### config.mk
export PLATFORM = sky130hd
export DESIGN_NAME = ir_pulse_position_receiver_top
export DESIGN_NICKNAME = d
export VERILOG_FILES = /design/src/hw/rtl/ippr_pkg.sv /design/src/hw/rtl/ippr_core.sv /design/src/hw/rtl/ippr_out_buf.sv /design/src/hw/rtl/ir_pulse_position_receiver_top.sv
export SDC_FILE = /design/constraint.sdc
export NUM_CORES = 1
export LEC_CHECK = 0
export ABC_AREA = 1
export BUFFER_PORTS_ARGS = -buffer_cell sky130_fd_sc_hd__buf_2
export CORE_UTILIZATION = 60
export DETAILED_ROUTE_END_ITERATION = 10
export PLACE_DENSITY_LB_ADDON = 0.05
export SLEW_MARGIN = 25
export SYNTH_ARGS = -nofsm -noshare
export SYNTH_HDL_FRONTEND = slang
export SYNTH_SLANG_ARGS = --single-unit
export TNS_END_PERCENT = 10
### constraint.sdc
create_clock -name i_clk -period 3.4 [get_ports i_clk]
set_input_delay 0.17 -clock i_clk [delete_from_list [all_inputs] [get_ports i_clk]]
set_output_delay 0.17 -clock i_clk [all_outputs]
set_load 0.005 [all_outputs]
### src/hw/rtl/ippr_pkg.sv
// Package for the IR pulse-position receiver: word types, codes, bit windows.
package ippr_pkg;

    // Item codes carried in the kind field
    typedef enum logic [1:0] {
        KIND_RX_TICK  = 2'd0,
        KIND_PER_TICK = 2'd1,
        KIND_EDGE     = 2'd2,
        KIND_UNUSED   = 2'd3
    } t_kind;

    // Input word
    typedef struct packed {
        logic [1:0] kind;
        logic       rising;
    } t_in_word;

    // Result word
    typedef struct packed {
        logic        message_valid;
        logic [7:0]  message;
        logic [7:0]  pulse_distance;
        logic [15:0] arrival_period;
        logic        frame_aborted;
        logic        in_frame;
        logic        success_lamp;
    } t_out_word;

    // Window lookup result
    typedef struct packed {
        logic       hit;
        logic [2:0] idx;
    } t_win;

    localparam logic [7:0] TIMEOUT_RESET = 8'd200;
    localparam logic [7:0] START_BYTE    = 8'h80;
    localparam logic [7:0] BIT6_MASK     = 8'h40;
    localparam logic [7:0] BIT0_MASK     = 8'h01;
    localparam int         NUM_WIN       = 7;
    localparam logic [2:0] LAST_WIN      = 3'd6;

    // Inclusive receive-count windows, bit 6 first, bit 0 last
    localparam logic [7:0] WIN_LO [NUM_WIN] = '{8'd10, 8'd22, 8'd35, 8'd47,
                                                8'd60, 8'd72, 8'd85};
    localparam logic [7:0] WIN_HI [NUM_WIN] = '{8'd17, 8'd29, 8'd42, 8'd54,
                                                8'd67, 8'd79, 8'd92};

    // Find the window holding a receive count (windows do not overlap)
    function automatic t_win win_lookup(input logic [7:0] count);
        t_win w;
        w.hit = 1'b0;
        w.idx = '0;
        for (int i = NUM_WIN - 1; i >= 0; i--) begin
            if (count >= WIN_LO[i] && count <= WIN_HI[i]) begin
                w.hit = 1'b1;
                w.idx = 3'(i);
            end
        end
        return w;
    endfunction

endpackage

### src/hw/rtl/ippr_core.sv
// Receiver state and per-word decode: one word in, one result word out.
module ippr_core (
    input  logic              i_clk,
    input  logic              i_rst_n,
    input  logic              i_accept,
    input  ippr_pkg::t_in_word  i_word,
    input  logic              i_cfg_we,
    input  logic [7:0]        i_cfg_data,
    output ippr_pkg::t_out_word o_result
);
    import ippr_pkg::*;

    logic [7:0]  r_timeout;
    logic        r_receiving, n_receiving;
    logic        r_expect_falling, n_expect_falling;
    logic [7:0]  r_shift_byte, n_shift_byte;
    logic [7:0]  r_rx_count, n_rx_count;
    logic [15:0] r_period_count, n_period_count;
    logic [7:0]  r_distance, n_distance;
    logic [7:0]  r_last_message, n_last_message;
    logic [15:0] r_last_arrival, n_last_arrival;
    logic        r_lamp, n_lamp;
    logic        valid, aborted;
    logic [7:0]  rx_inc;
    t_win        win;

    assign rx_inc = r_rx_count + 8'd1;
    assign win    = win_lookup(r_rx_count);

    // Next state for one word
    always_comb begin
        n_receiving      = r_receiving;
        n_expect_falling = r_expect_falling;
        n_shift_byte     = r_shift_byte;
        n_rx_count       = r_rx_count;
        n_period_count   = r_period_count;
        n_distance       = r_distance;
        n_last_message   = r_last_message;
        n_last_arrival   = r_last_arrival;
        n_lamp           = r_lamp;
        valid            = 1'b0;
        aborted          = 1'b0;
        case (t_kind'(i_word.kind))
            KIND_RX_TICK: begin
                n_rx_count = rx_inc;
                if (rx_inc == r_timeout) begin
                    aborted      = r_receiving;
                    n_receiving  = 1'b0;
                    n_shift_byte = '0;
                    n_rx_count   = '0;
                    n_lamp       = 1'b0;
                end
            end
            KIND_PER_TICK: begin
                n_period_count = r_period_count + 16'd1;
            end
            KIND_EDGE: begin
                if (i_word.rising != r_expect_falling) begin
                    if (!r_receiving) begin
                        // frame start
                        n_rx_count       = '0;
                        n_receiving      = 1'b1;
                        n_shift_byte     = START_BYTE;
                        n_expect_falling = 1'b1;
                        n_lamp           = 1'b0;
                    end else if (r_expect_falling) begin
                        n_distance       = r_rx_count;
                        n_expect_falling = 1'b0;
                    end else if (!win.hit) begin
                        // edge outside every window
                        n_receiving  = 1'b0;
                        n_rx_count   = '0;
                        n_shift_byte = '0;
                        aborted      = 1'b1;
                    end else if (win.idx != LAST_WIN) begin
                        n_shift_byte = r_shift_byte | (BIT6_MASK >> win.idx);
                    end else begin
                        // bit 0 window completes the frame
                        n_last_message = r_shift_byte | BIT0_MASK;
                        n_last_arrival = r_period_count;
                        n_period_count = '0;
                        n_lamp         = 1'b1;
                        valid          = 1'b1;
                        n_receiving    = 1'b0;
                        n_rx_count     = '0;
                        n_shift_byte   = '0;
                    end
                end
            end
            default: begin
            end
        endcase
    end

    // Result word from the updated state
    always_comb begin
        o_result.message_valid  = valid;
        o_result.message        = n_last_message;
        o_result.pulse_distance = n_distance;
        o_result.arrival_period = n_last_arrival;
        o_result.frame_aborted  = aborted;
        o_result.in_frame       = n_receiving;
        o_result.success_lamp   = n_lamp;
    end

    // State registers
    always_ff @(posedge i_clk) begin
        if (!i_rst_n) begin
            r_timeout        <= TIMEOUT_RESET;
            r_receiving      <= 1'b0;
            r_expect_falling <= 1'b0;
            r_shift_byte     <= '0;
            r_rx_count       <= '0;
            r_period_count   <= '0;
            r_distance       <= '0;
            r_last_message   <= '0;
            r_last_arrival   <= '0;
            r_lamp           <= 1'b0;
        end else begin
            if (i_cfg_we) begin
                r_timeout <= i_cfg_data;
            end
            if (i_accept) begin
                r_receiving      <= n_receiving;
                r_expect_falling <= n_expect_falling;
                r_shift_byte     <= n_shift_byte;
                r_rx_count       <= n_rx_count;
                r_period_count   <= n_period_count;
                r_distance       <= n_distance;
                r_last_message   <= n_last_message;
                r_last_arrival   <= n_last_arrival;
                r_lamp           <= n_lamp;
            end
        end
    end

`ifndef SYNTH
    // Idle means an empty shift byte
    a_idle_clear: assert property (@(posedge i_clk) disable iff (!i_rst_n)
        !r_receiving |-> r_shift_byte == '0)
        else $error("shift byte not clear while idle");
    // A frame in progress always carries the start bit
    a_start_bit: assert property (@(posedge i_clk) disable iff (!i_rst_n)
        r_receiving |-> r_shift_byte[7])
        else $error("frame lost its start bit");
    // Completion and discard are exclusive
    a_excl: assert property (@(posedge i_clk) disable iff (!i_rst_n)
        !(valid && aborted))
        else $error("frame both completed and discarded");
    // A completed message ends in bit 0 and lights the lamp
    a_done: assert property (@(posedge i_clk) disable iff (!i_rst_n)
        (i_accept && valid) |=> (r_last_message[0] && r_lamp && !r_receiving))
        else $error("completion did not update message state");
`endif
endmodule

### src/hw/rtl/ippr_out_buf.sv
// Two-entry result buffer so input keeps flowing while a result waits.
module ippr_out_buf (
    input  logic                i_clk,
    input  logic                i_rst_n,
    input  logic                i_wr,
    input  ippr_pkg::t_out_word i_word,
    output logic                o_full,
    output logic                o_valid,
    input  logic                i_stall,
    output ippr_pkg::t_out_word o_word
);
    import ippr_pkg::*;

    t_out_word  r_mem [2];
    logic       r_wr_ptr;
    logic       r_rd_ptr;
    logic [1:0] r_count;
    logic       rd;

    assign o_full  = r_count == 2'd2;
    assign o_valid = r_count != 2'd0;
    assign rd      = o_valid && !i_stall;
    assign o_word  = r_mem[r_rd_ptr];

    // Entry storage
    always_ff @(posedge i_clk) begin
        if (i_wr) begin
            r_mem[r_wr_ptr] <= i_word;
        end
    end

    // Pointers and fill count
    always_ff @(posedge i_clk) begin
        if (!i_rst_n) begin
            r_wr_ptr <= 1'b0;
            r_rd_ptr <= 1'b0;
            r_count  <= '0;
        end else begin
            if (i_wr) begin
                r_wr_ptr <= !r_wr_ptr;
            end
            if (rd) begin
                r_rd_ptr <= !r_rd_ptr;
            end
            case ({i_wr, rd})
                2'b10:   r_count <= r_count + 2'd1;
                2'b01:   r_count <= r_count - 2'd1;
                default: r_count <= r_count;
            endcase
        end
    end

`ifndef SYNTH
    // Never written while full
    a_no_overflow: assert property (@(posedge i_clk) disable iff (!i_rst_n)
        o_full |-> !i_wr)
        else $error("write into full result buffer");
    // Count never exceeds depth
    a_count: assert property (@(posedge i_clk) disable iff (!i_rst_n)
        r_count != 2'd3)
        else $error("result buffer count out of range");
    // Pointers agree with the fill count
    a_ptrs: assert property (@(posedge i_clk) disable iff (!i_rst_n)
        (r_count == 2'd1) == (r_wr_ptr != r_rd_ptr))
        else $error("result buffer pointers inconsistent");
`endif
endmodule

### src/hw/rtl/ir_pulse_position_receiver_top.sv
// Top level of the IR pulse-position receiver.
//
//  channel  direction  handshake                  word
//  in       input      i_in_valid / o_in_stall    i_in_word  (kind, rising)
//  out      output     o_out_valid / i_out_stall  o_out_word (7 result fields)
//  cfg      input      i_cfg_valid / o_cfg_ready  i_cfg_data (timeout_count)
//
// One word is accepted per cycle while the input is not stalled; its result is
// decoded in one pass through the window compares and state update, written to
// the result buffer at the accepting edge, and offered after older results.
// A two-entry result buffer lets input continue while one result waits; the
// input stalls only when both entries are held.
// Synchronous active-low reset clears all state; timeout_count resets to 200.
// Configuration writes are always ready and take effect the next cycle.
module ir_pulse_position_receiver_top (
    input  logic                i_clk,
    input  logic                i_rst_n,
    input  logic                i_in_valid,
    output logic                o_in_stall,
    input  ippr_pkg::t_in_word  i_in_word,
    output logic                o_out_valid,
    input  logic                i_out_stall,
    output ippr_pkg::t_out_word o_out_word,
    input  logic                i_cfg_valid,
    output logic                o_cfg_ready,
    input  logic [7:0]          i_cfg_data
);
    import ippr_pkg::*;

    logic      accept;
    logic      buf_full;
    t_out_word result;

    assign o_in_stall  = buf_full;
    assign accept      = i_in_valid && !buf_full;
    assign o_cfg_ready = 1'b1;

    // Decode and state
    ippr_core u_core (
        .i_clk      (i_clk),
        .i_rst_n    (i_rst_n),
        .i_accept   (accept),
        .i_word     (i_in_word),
        .i_cfg_we   (i_cfg_valid),
        .i_cfg_data (i_cfg_data),
        .o_result   (result)
    );

    // Result buffer
    ippr_out_buf u_out_buf (
        .i_clk   (i_clk),
        .i_rst_n (i_rst_n),
        .i_wr    (accept),
        .i_word  (result),
        .o_full  (buf_full),
        .o_valid (o_out_valid),
        .i_stall (i_out_stall),
        .o_word  (o_out_word)
    );
endmodule
==> results.txt <==
Counting every sink on the clock net gives about 150. For hold timing, the worst endpoint is u_core.r_timeout[7]$_SDFFE_PN1P_. Counting flops and latches in the post-synthesis netlist gives 151. The routed via count divided by cell count is about 5.5. The setup total negative slack came out at 0 ns. The area share of the largest cell type after synthesis is 0.2830. The number of antenna violations at the first check in global routing is 0. The cell area after synthesis came out at 7641 µm². The DRC violations left came out at 0. In this run the core area contains 40 standard-cell rows. Once layout is done, the placed cells without fillers occupy 8658 µm².

No sink is reached through more buffers than the 2 on the longest clock path. The startpoint identified for the worst register-to-register timing path is u_core.r_rx_count[4]$_SDFFE_PN0P_. The type of the most critical hold path is in2reg. The initial core utilization is 0.6257. The CTS tree is done.

Clock latency on the worst-skew pair, taken at its later pin, is between 0.4 and 0.5 ns. The worst reg-to-reg setup slack came out at roughly 0.81 ns. Routability-driven placement finished with a final weighted congestion of between 0.9 and 1. Dividing the detail-routed wire length by the instance count gives about 15 µm.

Final hold analysis gives a worst-case slack of roughly 0.021 ns. The final layout contains 961 nets. The number of cells produced by synthesis came out at just under 900.

The leakage power figure came out at 3.616 nW. The distinct cell type count after synthesis is 40. The total of fill cells in the finished design came out at roughly 1,000.

The total power divided by cell area came out at about 610 nW/µm². The start point of the worst min-delay path is i_cfg_valid. The maximum fanout count along the critical path came out at 25. The post-route antenna net violation count is 0. The floorplan die width is ~110 µm. The post-route minimum period is ~2.6 ns. The highest clock frequency the design can meet came out at just under 0.4 GHz. The H-tree depth is 4. The CTS clock-pin slew for the worst setup and hold paths came out at ~0.060 ns. Before antenna repair, the detailed router went through 7 iterations. Wires add up to between 15,000 and 20,000 µm. The largest single stage delay on the critical path is approximately 0.6 ns.

The signed area change from the synthesized netlist to the final layout is 13.31%. STA puts the critical path data arrival time at a little under 3 ns. Clock tree synthesis selected as its root buffer the cell sky130_fd_sc_hd__clkbuf_16. The vertical extent of the die came out at between 100 and 150 µm. The first global-routing pass estimated 28,500 µm of wire. The standard cell core area came out at around 12,000 µm². Setup repair after global routing left no endpoint under its margin. The run finished with clean final reports. After the first detailed-routing iteration, the DRC count stood at around 590. The count of input and output buffers is 53.

The library cell contributing the largest single delay on the critical path is sky130_fd_sc_hd__dfxtp_1. The tool flagged a number of max-cap violations equal to 0. The headroom to the max-slew limit is 0.5592.

The number of setup violations in the final report is 0. The critical path is of the reg2reg type. The worst reg-to-reg path cell count is 12. The utilization after layout came out at 0.7090. The final cycle utilization of the critical path is 0.7621. The endpoint identified for the worst register-to-register timing path is u_core.r_last_message[5]$_SDFFE_PN0P_. The worst hold path was traced through 2 stages. The count of vias placed by the detailed router came out at between 6,000 and 7,000. Registers take around 3700 µm².

The average size of a mapped cell came out at 8.566 µm². Walking the worst path, the cells encountered are inv_1, nor2_1, nand2_1, nor2_2, nand2_4, inv_2, nand3_2, buf_4, nand2_1, o21ai_1, o21ai_1, inv_1. At the worst endpoint, the required time is about 3.7 ns. The via count of the first global-routing pass was ~5,900. The maximum resistive drop on vdd came out at around 0.00032 V. The area of combinational cells with multiple inputs came out at about 3300 µm².

For this run the aggregate overflow at the end of global routing stands at 0. The final count of hold timing violations came out at 0. Post-CTS repair changed the size of 0 cells. The share of layout cells above drive strength 1 is 0.2166. The number of buffers and inverters on the critical path is 4.

The path length in cells of the critical path is 12. The post-placement cell area is ~8000 µm². The net count after synthesis came out at between 900 and 1,000.

Detailed placement ended at an HPWL of around 12,000 µm. The synthesized design spends more area on one cell type than any other, namely sky130_fd_sc_hd__edfxtp_1. The family with the most delay on the worst path is simple AND/OR/NAND/NOR gates. The floorplan step defined a die boundary enclosing 13,190 µm².

The diode insertion count for antenna repair is 0. Total power for the finished layout comes to ~5.2 mW. After synthesis, the cell types taking the most area are sky130_fd_sc_hd__edfxtp_1, sky130_fd_sc_hd__dfxtp_1, sky130_fd_sc_hd__nand2_1. Buffers inserted during clock tree synthesis total 17.

The global-route usage over all layers came out at 0.2834. The total number of yosys warnings is 0. The number of primary I/O pins came out at 55. The transition at the pin with the smallest max-transition slack is approximately 0.66 ns.

The worst setup path is captured at a flop. The final setup skew came out at 0.008015 ns. STA classifies the critical path startpoint as a flop. The max-slew violation count came out at 0. The pin count of the biggest net entering global routing is 51. The sequential share of the synthesized area is 0.4899.
==> cells in the final DEF, fill, tap and decap left out, types with 3 or more instances in the layout <==
cell type                       synthesis  layout
sky130_fd_sc_hd__nor3_1                10      10
sky130_fd_sc_hd__nand3b_1               3       3
sky130_fd_sc_hd__nor2_4                 1       3
sky130_fd_sc_hd__nand2_2               18      18
sky130_fd_sc_hd__inv_1                 85      84
sky130_fd_sc_hd__edfxtp_1              72      72
sky130_fd_sc_hd__clkinv_4               0       4
sky130_fd_sc_hd__xor2_1                13      13
sky130_fd_sc_hd__ha_1                   7       7
sky130_fd_sc_hd__dfxtp_1               79      79
sky130_fd_sc_hd__o21ai_1               31      31
sky130_fd_sc_hd__nand4_1               22      22
sky130_fd_sc_hd__nor2_2                 6       6
sky130_fd_sc_hd__a21oi_2                9       9
sky130_fd_sc_hd__nand2_1              160     160
sky130_fd_sc_hd__inv_2                  9       9
sky130_fd_sc_hd__nand3_2                4       4
sky130_fd_sc_hd__clkbuf_16              0      17
sky130_fd_sc_hd__a21oi_1               43      43
sky130_fd_sc_hd__nor2_1               132     130
sky130_fd_sc_hd__nand2_4                6       6
sky130_fd_sc_hd__nand3_1               41      41
sky130_fd_sc_hd__o21ai_2               12      11
sky130_fd_sc_hd__buf_4                  6      10
sky130_fd_sc_hd__o21ai_0               39      39
sky130_fd_sc_hd__buf_2                  5      53
sky130_fd_sc_hd__dlygate4sd3_1          0       4
sky130_fd_sc_hd__bufinv_16              0       5
sky130_fd_sc_hd__mux2_2                36      36
==> flip-flops by register name, indices dropped and copies added, names as in the netlist, 2 cells and up, named ones only <==
register	flops
u_core.r_period_count	16
u_out_buf.r_mem	72
u_core.r_shift_byte	7
u_core.r_last_arrival	16
u_core.r_last_message	8
u_core.r_distance	8
u_core.r_timeout	8
u_core.r_rx_count	8
u_out_buf.r_count	2
==> what timing repair did <==
item / in CTS / in global routing
setup endpoints to repair: 0 / 0
hold buffers: 4 / 0
hold endpoints to repair: 4 / 0
setup buffers: 0 / 0
==> synthesized netlist by cell type (all sizes together) <==
library cell,count
nand2,184
nor2,140
inv,95
o21ai,82
dfxtp,79
edfxtp,72
a21oi,53
nand3,47
mux2,36
nand4,22
clkbuf,21
buf,19
xor2,14
nor3,11
ha,7
nand3b,3
nor3b,2
a31oi,1
clkinv,1
conb,1
nor4,1
or2,1
==> report_power, final <==
group	switching, mW	leakage [nW]	internal [mW]
clock network	0.755	0.311	1.31
registers	0.0947	1.34	2.15
logic	0.568	1.97	0.369
==> worst reg2reg max path: stages, from the launching register on <==
cell	delay (ns)
sky130_fd_sc_hd__dfxtp_1	0.59
sky130_fd_sc_hd__inv_1	0.24
sky130_fd_sc_hd__nor2_1	0.15
sky130_fd_sc_hd__nand2_1	0.09
sky130_fd_sc_hd__nor2_2	0.13
sky130_fd_sc_hd__nand2_4	0.10
sky130_fd_sc_hd__inv_2	0.10
sky130_fd_sc_hd__nand3_2	0.29
sky130_fd_sc_hd__buf_4	0.37
sky130_fd_sc_hd__nand2_1	0.09
sky130_fd_sc_hd__o21ai_1	0.10
sky130_fd_sc_hd__o21ai_1	0.17
sky130_fd_sc_hd__inv_1	0.05
==> routing by layer <==
layer | part of all wire | vias to the layer above | routed length [µm] | track usage
met4 | 0.013 | 0 | 232 | 0.09351
met2 | 0.46 | 214 | 7980 | 0.4610
li1 | - | 3033 | - | -
met1 | 0.47 | 2851 | 8111 | 0.3845
met5 | 0 | - | 0 | 0
met3 | 0.058 | 18 | 1014 | 0.05061
==> cell families (layout without fill, tap and decap cells) <==
logic type      count (synthesis)  after routing  share of synthesized area
flops                         151            151                     0.4899
mux                            36             36                    0.05305
xor+xnor                       14             14                    0.01703
fa+ha+maj                       7              7                    0.01146
buf+inv                       136            195                    0.07991
compound gates                136            136                     0.1010
simple gates                  411            411                     0.2471
other cells                     1              1                  0.0004908
==> worst max path at each step <==
stage	from	to	slack, ns
final	u_core.r_rx_count[4]$_SDFFE_PN0P_	u_core.r_last_message[5]$_SDFFE_PN0P_	0.81
after global routing	u_core.r_rx_count[0]$_SDFFE_PN0P_	u_core.r_last_message[1]$_SDFFE_PN0P_	0.57
after CTS	u_core.r_rx_count[4]$_SDFFE_PN0P_	u_core.r_last_message[5]$_SDFFE_PN0P_	0.85
after detailed placement	u_core.r_rx_count[4]$_SDFFE_PN0P_	u_core.r_last_message[1]$_SDFFE_PN0P_	0.91
after global placement	u_core.r_rx_count[4]$_SDFFE_PN0P_	u_core.r_last_message[4]$_SDFFE_PN0P_	0.97
after floorplan	u_out_buf.r_count[0]$_SDFFE_PN0P_	u_out_buf.r_mem[0][0]$_DFFE_PP_	0.36
==> through the flow <==
| stage | instances | setup WS, ns |
|---|---|---|
| after floorplan | 892 | 0.3570 |
| after global placement | 1083 | 0.9695 |
| after detailed placement | 1083 | 0.9057 |
| after CTS | 1119 | 0.8540 |
| after global routing | 1119 | 0.5690 |
| final | 1119 | 0.8089 |
==> final cells by class <==
cell class / instances / area share
clock buffer: 18 / 0.04957
clock inverter: 14 / 0.02572
inverter: 96 / 0.04191
multi-input combinational: 605 / 0.3822
sequential: 151 / 0.4324
tap: 168 / 0.02428
timing repair buffer: 67 / 0.04393
Power figures use the tool's default switching activity.
